<file path="src/hw/rtl/kwm_pkg.sv">
package kwm_pkg;

    localparam int MAX_WAYS  = 16;
    localparam int KEY_WORDS = 4;
    localparam int WORD_BITS = 32;

    // one heap slot: flag, source way, clamped order, key words (word 0 most significant)
    typedef struct packed {
        logic                                end_f;
        logic [3:0]                          way;
        logic [2:0]                          order;
        logic [KEY_WORDS-1:0][WORD_BITS-1:0] label;
    } t_rec;

    // lexicographic compare over the shorter order, shorter order wins a full tie
    function automatic logic key_less(input t_rec a, input t_rec b);
        logic [2:0] n;
        logic       found;
        logic       res;
        n     = (a.order < b.order) ? a.order : b.order;
        found = 1'b0;
        res   = (a.order < b.order);
        for (int i = 0; i < KEY_WORDS; i++) begin
            if (!found && (3'(i) < n) && (a.label[i] != b.label[i])) begin
                res   = (a.label[i] < b.label[i]);
                found = 1'b1;
            end
        end
        return res;
    endfunction

endpackage

</file>
<file path="src/hw/rtl/kway_merge_heap_core.sv">
// K-way merge engine on a binary min-heap held in a 16-slot record memory.
// Input channel (i_valid / o_stall): first one head word per way, the way
// field giving the heap slot; heads with a way not below the way count are
// dropped. When the last head arrives the heap is built and the smallest head
// is emitted. After that each input word is the next record of the way just
// emitted; it replaces the top, is sifted down and the new top is emitted.
// Output channel (o_valid / i_stall): one result word per emitted minimum,
// held in an output register until taken. o_all_done marks an end-of-way top;
// later inputs are taken and dropped until reset or a way-count write.
// A merge word is sifted down one heap level at a time: left read, right
// read, then compare and write back, all through the single record memory;
// the next word is taken once the new top has been emitted.
// Head words are taken one per cycle.
// The heap build after loading fetches each inner node in turn (ST_BLD, ST_BLD2) and sifts it down.
// A result not yet taken waits in the output register; the block goes on with
// the next word and holds in its emit step, input stalled, until it is taken.
// Reset (i_rst_n low, synchronous) sets the way count to 1 and restarts
// loading; memory contents are undefined until loaded.
module kway_merge_heap_core
    import kwm_pkg::*;
(
    input  logic        i_clk,
    input  logic        i_rst_n,
    input  logic        i_cfg_we,
    input  logic [4:0]  i_cfg_data,
    input  logic        i_valid,
    output logic        o_stall,
    input  logic [3:0]  i_way,
    input  logic        i_end_of_way,
    input  logic [2:0]  i_key_order,
    input  logic [31:0] i_label_0,
    input  logic [31:0] i_label_1,
    input  logic [31:0] i_label_2,
    input  logic [31:0] i_label_3,
    output logic        o_valid,
    input  logic        i_stall,
    output logic [3:0]  o_top_way,
    output logic [2:0]  o_top_order,
    output logic [31:0] o_top_label_0,
    output logic [31:0] o_top_label_1,
    output logic [31:0] o_top_label_2,
    output logic [31:0] o_top_label_3,
    output logic        o_all_done
);

    localparam logic [2:0] ST_IDLE = 3'd0;
    localparam logic [2:0] ST_BLD  = 3'd1;
    localparam logic [2:0] ST_BLD2 = 3'd2;
    localparam logic [2:0] ST_RDL  = 3'd3;
    localparam logic [2:0] ST_RDR  = 3'd4;
    localparam logic [2:0] ST_CMP  = 3'd5;
    localparam logic [2:0] ST_EMIT = 3'd6;

    t_rec       mem [MAX_WAYS];
    t_rec       r_rdata;

    logic [2:0] r_state, n_state;
    logic [4:0] r_nw;
    logic [4:0] r_loaded, n_loaded;
    logic       r_fin, n_fin;
    logic       r_build, n_build;
    logic [3:0] r_bi, n_bi;
    logic [3:0] r_pos, n_pos;
    logic [3:0] r_bidx, n_bidx;
    t_rec       r_cur, n_cur;
    t_rec       r_best, n_best;
    t_rec       r_top, n_top;
    logic       r_oval, n_oval;
    t_rec       r_out, n_out;

    logic       mem_we;
    logic [3:0] mem_wa;
    t_rec       mem_wd;
    logic [3:0] mem_ra;

    logic [4:0] ways_n;
    logic [4:0] lidx, ridx;
    t_rec       in_rec;
    logic [2:0] ord_c;
    logic       in_acc;

    // clamp the way count
    assign ways_n = (r_nw == 5'd0) ? 5'd1 :
                    ((r_nw > 5'(MAX_WAYS)) ? 5'(MAX_WAYS) : r_nw);
    assign lidx   = {r_pos, 1'b1};
    assign ridx   = {r_pos, 1'b0} + 5'd2;

    // incoming record, clamped and end-of-way normalised
    always_comb begin
        ord_c = i_key_order;
        if (ord_c == 3'd0) ord_c = 3'd1;
        if (ord_c > 3'(KEY_WORDS)) ord_c = 3'(KEY_WORDS);
        in_rec.end_f = i_end_of_way;
        in_rec.way   = i_way;
        if (i_end_of_way) begin
            in_rec.order    = 3'd1;
            in_rec.label[0] = '1;
            in_rec.label[1] = '0;
            in_rec.label[2] = '0;
            in_rec.label[3] = '0;
        end else begin
            in_rec.order    = ord_c;
            in_rec.label[0] = i_label_0;
            in_rec.label[1] = i_label_1;
            in_rec.label[2] = i_label_2;
            in_rec.label[3] = i_label_3;
        end
    end

    assign o_stall = (r_state != ST_IDLE);
    assign in_acc  = i_valid && (r_state == ST_IDLE);

    // control and heap sequencing
    always_comb begin
        n_state  = r_state;
        n_loaded = r_loaded;
        n_fin    = r_fin;
        n_build  = r_build;
        n_bi     = r_bi;
        n_pos    = r_pos;
        n_bidx   = r_bidx;
        n_cur    = r_cur;
        n_best   = r_best;
        n_top    = r_top;
        n_oval   = r_oval && i_stall;
        n_out    = r_out;
        mem_we   = 1'b0;
        mem_wa   = r_pos;
        mem_wd   = r_cur;
        mem_ra   = lidx[3:0];

        unique case (r_state)
            ST_IDLE: begin
                if (in_acc && !r_fin) begin
                    if (r_loaded < ways_n) begin
                        if ({1'b0, i_way} < ways_n) begin
                            mem_we   = 1'b1;
                            mem_wa   = i_way;
                            mem_wd   = in_rec;
                            if (i_way == 4'd0) n_top = in_rec;
                            n_loaded = r_loaded + 5'd1;
                            if (r_loaded + 5'd1 == ways_n) begin
                                if (ways_n == 5'd1) begin
                                    n_state = ST_EMIT;
                                end else begin
                                    n_build = 1'b1;
                                    n_bi    = 4'((ways_n - 5'd2) >> 1);
                                    n_state = ST_BLD;
                                end
                            end
                        end
                    end else begin
                        // replace the top, keeping its way
                        n_cur     = in_rec;
                        n_cur.way = r_top.way;
                        n_pos     = 4'd0;
                        n_build   = 1'b0;
                        n_state   = ST_RDL;
                    end
                end
            end
            ST_BLD: begin
                mem_ra  = r_bi;
                n_state = ST_BLD2;
            end
            ST_BLD2: begin
                n_cur   = r_rdata;
                n_pos   = r_bi;
                n_state = ST_RDL;
            end
            ST_RDL: begin
                if (lidx < ways_n) begin
                    mem_ra  = lidx[3:0];
                    n_state = ST_RDR;
                end else begin
                    // leaf reached: settle the record here
                    mem_we = 1'b1;
                    if (r_pos == 4'd0) n_top = r_cur;
                    if (r_build && r_bi != 4'd0) begin
                        n_bi    = r_bi - 4'd1;
                        n_state = ST_BLD;
                    end else begin
                        n_state = ST_EMIT;
                    end
                end
            end
            ST_RDR: begin
                mem_ra = ridx[3:0];
                if (key_less(r_rdata, r_cur)) begin
                    n_best = r_rdata;
                    n_bidx = lidx[3:0];
                end else begin
                    n_best = r_cur;
                    n_bidx = r_pos;
                end
                n_state = ST_CMP;
            end
            ST_CMP: begin
                mem_we = 1'b1;
                if (ridx < ways_n && key_less(r_rdata, r_best)) begin
                    mem_wd = r_rdata;
                    if (r_pos == 4'd0) n_top = r_rdata;
                    n_pos   = ridx[3:0];
                    n_state = ST_RDL;
                end else if (r_bidx != r_pos) begin
                    mem_wd = r_best;
                    if (r_pos == 4'd0) n_top = r_best;
                    n_pos   = r_bidx;
                    n_state = ST_RDL;
                end else begin
                    if (r_pos == 4'd0) n_top = r_cur;
                    if (r_build && r_bi != 4'd0) begin
                        n_bi    = r_bi - 4'd1;
                        n_state = ST_BLD;
                    end else begin
                        n_state = ST_EMIT;
                    end
                end
            end
            ST_EMIT: begin
                if (!r_oval || !i_stall) begin
                    n_oval = 1'b1;
                    n_out  = r_top;
                    if (r_top.end_f) n_fin = 1'b1;
                    n_state = ST_IDLE;
                end
            end
            default: n_state = ST_IDLE;
        endcase

        if (i_cfg_we) begin
            n_loaded = 5'd0;
            n_fin    = 1'b0;
        end
    end

    // record memory, registered read
    always_ff @(posedge i_clk) begin
        if (mem_we) mem[mem_wa] <= mem_wd;
        r_rdata <= mem[mem_ra];
    end

    always_ff @(posedge i_clk) begin
        if (!i_rst_n) begin
            r_state  <= ST_IDLE;
            r_nw     <= 5'd1;
            r_loaded <= 5'd0;
            r_fin    <= 1'b0;
            r_build  <= 1'b0;
            r_oval   <= 1'b0;
        end else begin
            r_state  <= n_state;
            if (i_cfg_we) r_nw <= i_cfg_data;
            r_loaded <= n_loaded;
            r_fin    <= n_fin;
            r_build  <= n_build;
            r_oval   <= n_oval;
        end
        r_bi   <= n_bi;
        r_pos  <= n_pos;
        r_bidx <= n_bidx;
        r_cur  <= n_cur;
        r_best <= n_best;
        r_top  <= n_top;
        r_out  <= n_out;
    end

    assign o_valid       = r_oval;
    assign o_top_way     = r_out.way;
    assign o_top_order   = r_out.order;
    assign o_top_label_0 = r_out.label[0];
    assign o_top_label_1 = r_out.label[1];
    assign o_top_label_2 = r_out.label[2];
    assign o_top_label_3 = r_out.label[3];
    assign o_all_done    = r_out.end_f;

endmodule
</file>
<file path="config.mk">
export PLATFORM = sky130hd
export DESIGN_NAME = kway_merge_heap_core
export DESIGN_NICKNAME = d
export VERILOG_FILES = /design/src/hw/rtl/kwm_pkg.sv /design/src/hw/rtl/kway_merge_heap_core.sv
export SDC_FILE = /design/constraint.sdc
export NUM_CORES = 2
export LEC_CHECK = 0
export CORE_MARGIN = 2
export CORE_UTILIZATION = 55
export CTS_BUF_LIST = sky130_fd_sc_hd__clkbuf_8 sky130_fd_sc_hd__clkbuf_16
export DETAILED_ROUTE_END_ITERATION = 8
export DONT_BUFFER_PORTS = 1
export PLACE_DENSITY = 0.7
export SYNTH_ARGS = -nofsm -noshare
export SYNTH_HDL_FRONTEND = slang
export SYNTH_SLANG_ARGS = --single-unit
</file>
<file path="constraint.sdc">
create_clock -name i_clk -period 34.5 [get_ports i_clk]
set_input_delay 6.9 -clock i_clk [delete_from_list [all_inputs] [get_ports i_clk]]
set_output_delay 6.9 -clock i_clk [all_outputs]
set_load 0.005 [all_outputs]
</file>
==> insert_results.sql <==
INSERT INTO impl_metrics (metric_group, metric, value, unit) VALUES
('logic_synthesis', 'post-synth-top-area-cell', 'edfxtp_1', ''),
('critical_path', 'worstReg2RegStart', 'r_nw[1]$_SDFFE_PN0P_', ''),
('logic_synthesis', 'synth.area.top_cells', 'edfxtp_1 64%, nand2_1 4.8%, a211oi_1 4.0%', ''),
('sta', 'total_count_of_max_transition_violations_in_the_final_report', '0', ''),
('logic_synthesis', 'asyncSetResetFlopFracSynth', '0', ''),
('cells_and_area', 'design.final.nets', '10274', ''),
('sta', 'worst_hold_slack_after_final_layout', '0.451', 'ns'),
('critical_path', 'path_common_cell', 'buf_4', ''),
('floorplan', 'num_ports', '284', ''),
('critical_path', 'crit_fanout', '69', ''),
('route', 'drt_drc_violations_left', '0', ''),
('cells_and_area', 'fill_cells', '17324', ''),
('critical_path', 'worstSetupStartpoint', 'i_valid', ''),
('placement', 'placement.io_buffers', '0', ''),
('critical_path', 'setup.worst_path.class', 'primary input to flip-flop', ''),
('floorplan', 'die-height', '486', 'microns'),
('sta', 'layout_worst_path_cycle_share', '0.356', ''),
('clock_network', 'cts_sinks', '2884', ''),
('worst_hold_path', 'worst_hold_endpoint', 'o_top_label_0[2]$_DFFE_PP_', ''),
('floorplan', 'floorplan.initialDensity', '0.552', ''),
('cells_and_area', 'fraction_of_layout_cells_with_a_size_suffix_above_1', '0.0831', ''),
('critical_path', 'worst_r2r_path_depth', '16', ''),
('clock_network', 'post_cts_setup_driven_buffer_insertion_count', '0', ''),
('clock_network', 'cts_root_buf', 'clkbuf_16', ''),
('cells_and_area', 'area_of_combinational_cells_with_multiple_inputs', '39200', 'sq um'),
('logic_synthesis', 'synth-seq-area-share', '0.665', ''),
('logic_synthesis', 'synth_edf_count', '2732', ''),
('clock_network', 'cts_inserted_buffers', '309', ''),
('sta', 'fin_crit', '12.28', 'ns'),
('cells_and_area', 'layout.cells.most_common_list', '2732 x edfxtp_1, 1643 x nand2_1, 685 x a211oi_1', ''),
('clock_network', 'cts_tree', 'done', ''),
('pwr', 'power_leakage', '46.6', 'nW'),
('global_route', 'grt_pass1_vias', '85453', ''),
('clock_network', 'clock_tree.htree_level_count', '5', ''),
('clock_network', 'ctsResizeCount', '0', ''),
('route', 'wirelength', '391', 'mm'),
('worst_hold_path', 'hold_path_depth', '0', ''),
('critical_path', 'worst_ep_arrival_time', '12.81', 'ns'),
('logic_synthesis', 'synth_ff_type', 'edfxtp_1', ''),
('critical_path', 'regToRegSetupSlack', '26.34', 'ns'),
('outcome', 'outcome', 'finished clean', ''),
('logic_synthesis', 'synth_seq_cells', '2884', ''),
('job', 'max-cap-violations', '0', ''),
('route', 'wl_per_cell', '29.7', 'microns'),
('floorplan', 'core-area', '232000', 'sq um'),
('logic_synthesis', 'mappedNetlistArea', '128000', 'sq um'),
('pwr', 'ir_drop', '0.0894', 'mV'),
('sta', 'tightest_slew', '1.40', 'ns'),
('logic_synthesis', 'syn-num-nets', '10544', ''),
('cells_and_area', 'mostFrequentLayoutCell', 'edfxtp_1', ''),
('route', 'vias', '89879', ''),
('sta', 'clock-skew-final', '0.0737', 'ns'),
('sta', 'finalHoldViolations', '0', ''),
('pwr', 'power-per-cell-area', '75.8', 'nW/um^2'),
('critical_path', 'cp-start-kind', 'primary input', ''),
('global_route', 'grt_first_pass_wirelength', '567', 'mm'),
('critical_path', 'critPathMaxStageDelay', '0.94', 'ns'),
('logic_synthesis', 'syn_area_per_cell', '12.6', 'sq um'),
('sta', 'finalSetupViolCount', '0', ''),
('clock_network', 'cts_hold_buf', '0', ''),
('route', 'ant_nets', '0', ''),
('logic_synthesis', 'synth_top_area_frac', '0.641', ''),
('worst_hold_path', 'hold_path.startpoint', 'r_top[2]$_DFFE_PP_', ''),
('route', 'vias_per_instance', '6.83', ''),
('logic_synthesis', 'syn_inst', '10116', ''),
('critical_path', 'cp_cell_sequence', 'nor2b_1 -> nand2b_1 -> nor3_2 -> buf_4 -> buf_4 -> nand2_1 -> o32a_1 -> nor2_4 -> buf_4 -> buf_4', ''),
('cells_and_area', 'areaGrowthSynthToFinish', '9.99', '%'),
('global_route', 'grt_antenna_before_repair', '56', ''),
('route', 'detailedRoute.firstPassIterationCount', '8', ''),
('global_route', 'global_route.usage.total', '0.324', ''),
('sta', 'maxSlewHeadroom', '0.0693', '');
[how the worst max path moves through the flow]
stage / to / slack, ns
after floorplan: r_top[0]$_DFFE_PP_ / 16.14
after global placement: mem[9][110]$_DFFE_PP_ / 21.48
after detailed placement: mem[9][110]$_DFFE_PP_ / 21.53
after CTS: mem[9][114]$_DFFE_PP_ / 22.45
after global routing: mem[14][115]$_DFFE_PP_ / 22.26
final: mem[9][114]$_DFFE_PP_ / 22.22
[state kept, by name (all words and copies together) (netlist names), 3 cells and up]
register / flops
mem: 2176
o_top_label_0: 32
o_top_label_1: 32
o_top_label_2: 32
o_top_label_3: 32
o_top_order: 3
o_top_way: 4
r_best: 136
r_bi: 4
r_bidx: 4
r_cur: 136
r_loaded: 5
r_nw: 5
r_pos: 4
r_rdata: 136
r_state: 3
r_top: 136
[cells in the mapped netlist, types with 113 or more instances]
cell type  count
a311oi_1     275
nand4_1      139
a31oi_1      379
dfxtp_1      152
and2_1       573
o211ai_1     271
inv_1        282
mux2i_1      166
nor2_1       262
ha_1         282
mux2_2       123
a211oi_1     685
clkbuf_1     656
a21oi_1      529
o21ai_0      160
nor3_1       113
edfxtp_1    2732
nand2_1     1645
[power breakdown]
part	switching, mW	internal, mW
clock network	1.34	1.93
logic	1.97	0.869
registers	0.262	4.29
total	3.57	7.09
[critical path, delay by kind of cell]
family,cells,cell delay [ns]
AO/OA/AOI/OAI,1,0.37
AND/OR/NAND/NOR,5,2.21
buffers and inverters,4,3.15
[metrics by stage]
step	power, mW	cells	instance area [sq um]	setup WS [ns]	utilization
finish	10.7	13163	141000	22.22	0.607
CTS	10.6	13119	141000	22.45	0.606
detailed placement	7.34	12575	131000	21.53	0.563
global route	11.0	13149	141000	22.26	0.607
floorplan	6.40	10116	128000	16.14	-
global placement	7.26	12575	131000	21.48	0.563
[layer usage]
layer	GRT usage	up-vias	routed length (microns)
met3	0.0832	1137	50700
met5	0	-	232
met4	0.157	38	19600
li1	-	38301	-
met1	0.443	44229	147000
met2	0.484	6174	174000
[area by class of cell]
type / instances / share of cell area
Clock buffer: 341 / 0.0586
Tap cell: 3043 / 0.0271
Sequential cell: 2884 / 0.605
Inverter: 284 / 0.00761
Antenna cell: 41 / 0.000729
Timing Repair Buffer: 169 / 0.0104
Clock inverter: 203 / 0.0122
Multi-Input combinational cell: 6198 / 0.279
[cell families (layout without fill, tap and decap cells)]
| kind of cell | after synthesis | count (layout) | share of synthesized area |
|---|---|---|---|
| AND/OR/NAND/NOR | 2956 | 2956 | 0.106 |
| other | 0 | 41 | 0 |
| flip-flops | 2884 | 2884 | 0.665 |
| AO/OA/AOI/OAI | 2639 | 2639 | 0.144 |
| adder cells (fa/ha/maj) | 282 | 282 | 0.0276 |
| multiplexers | 304 | 304 | 0.0251 |
| XOR/XNOR | 17 | 17 | 0.00116 |
| buffers and inverters | 1034 | 997 | 0.0311 |
Note: power is estimated with default switching activity, not from simulation.
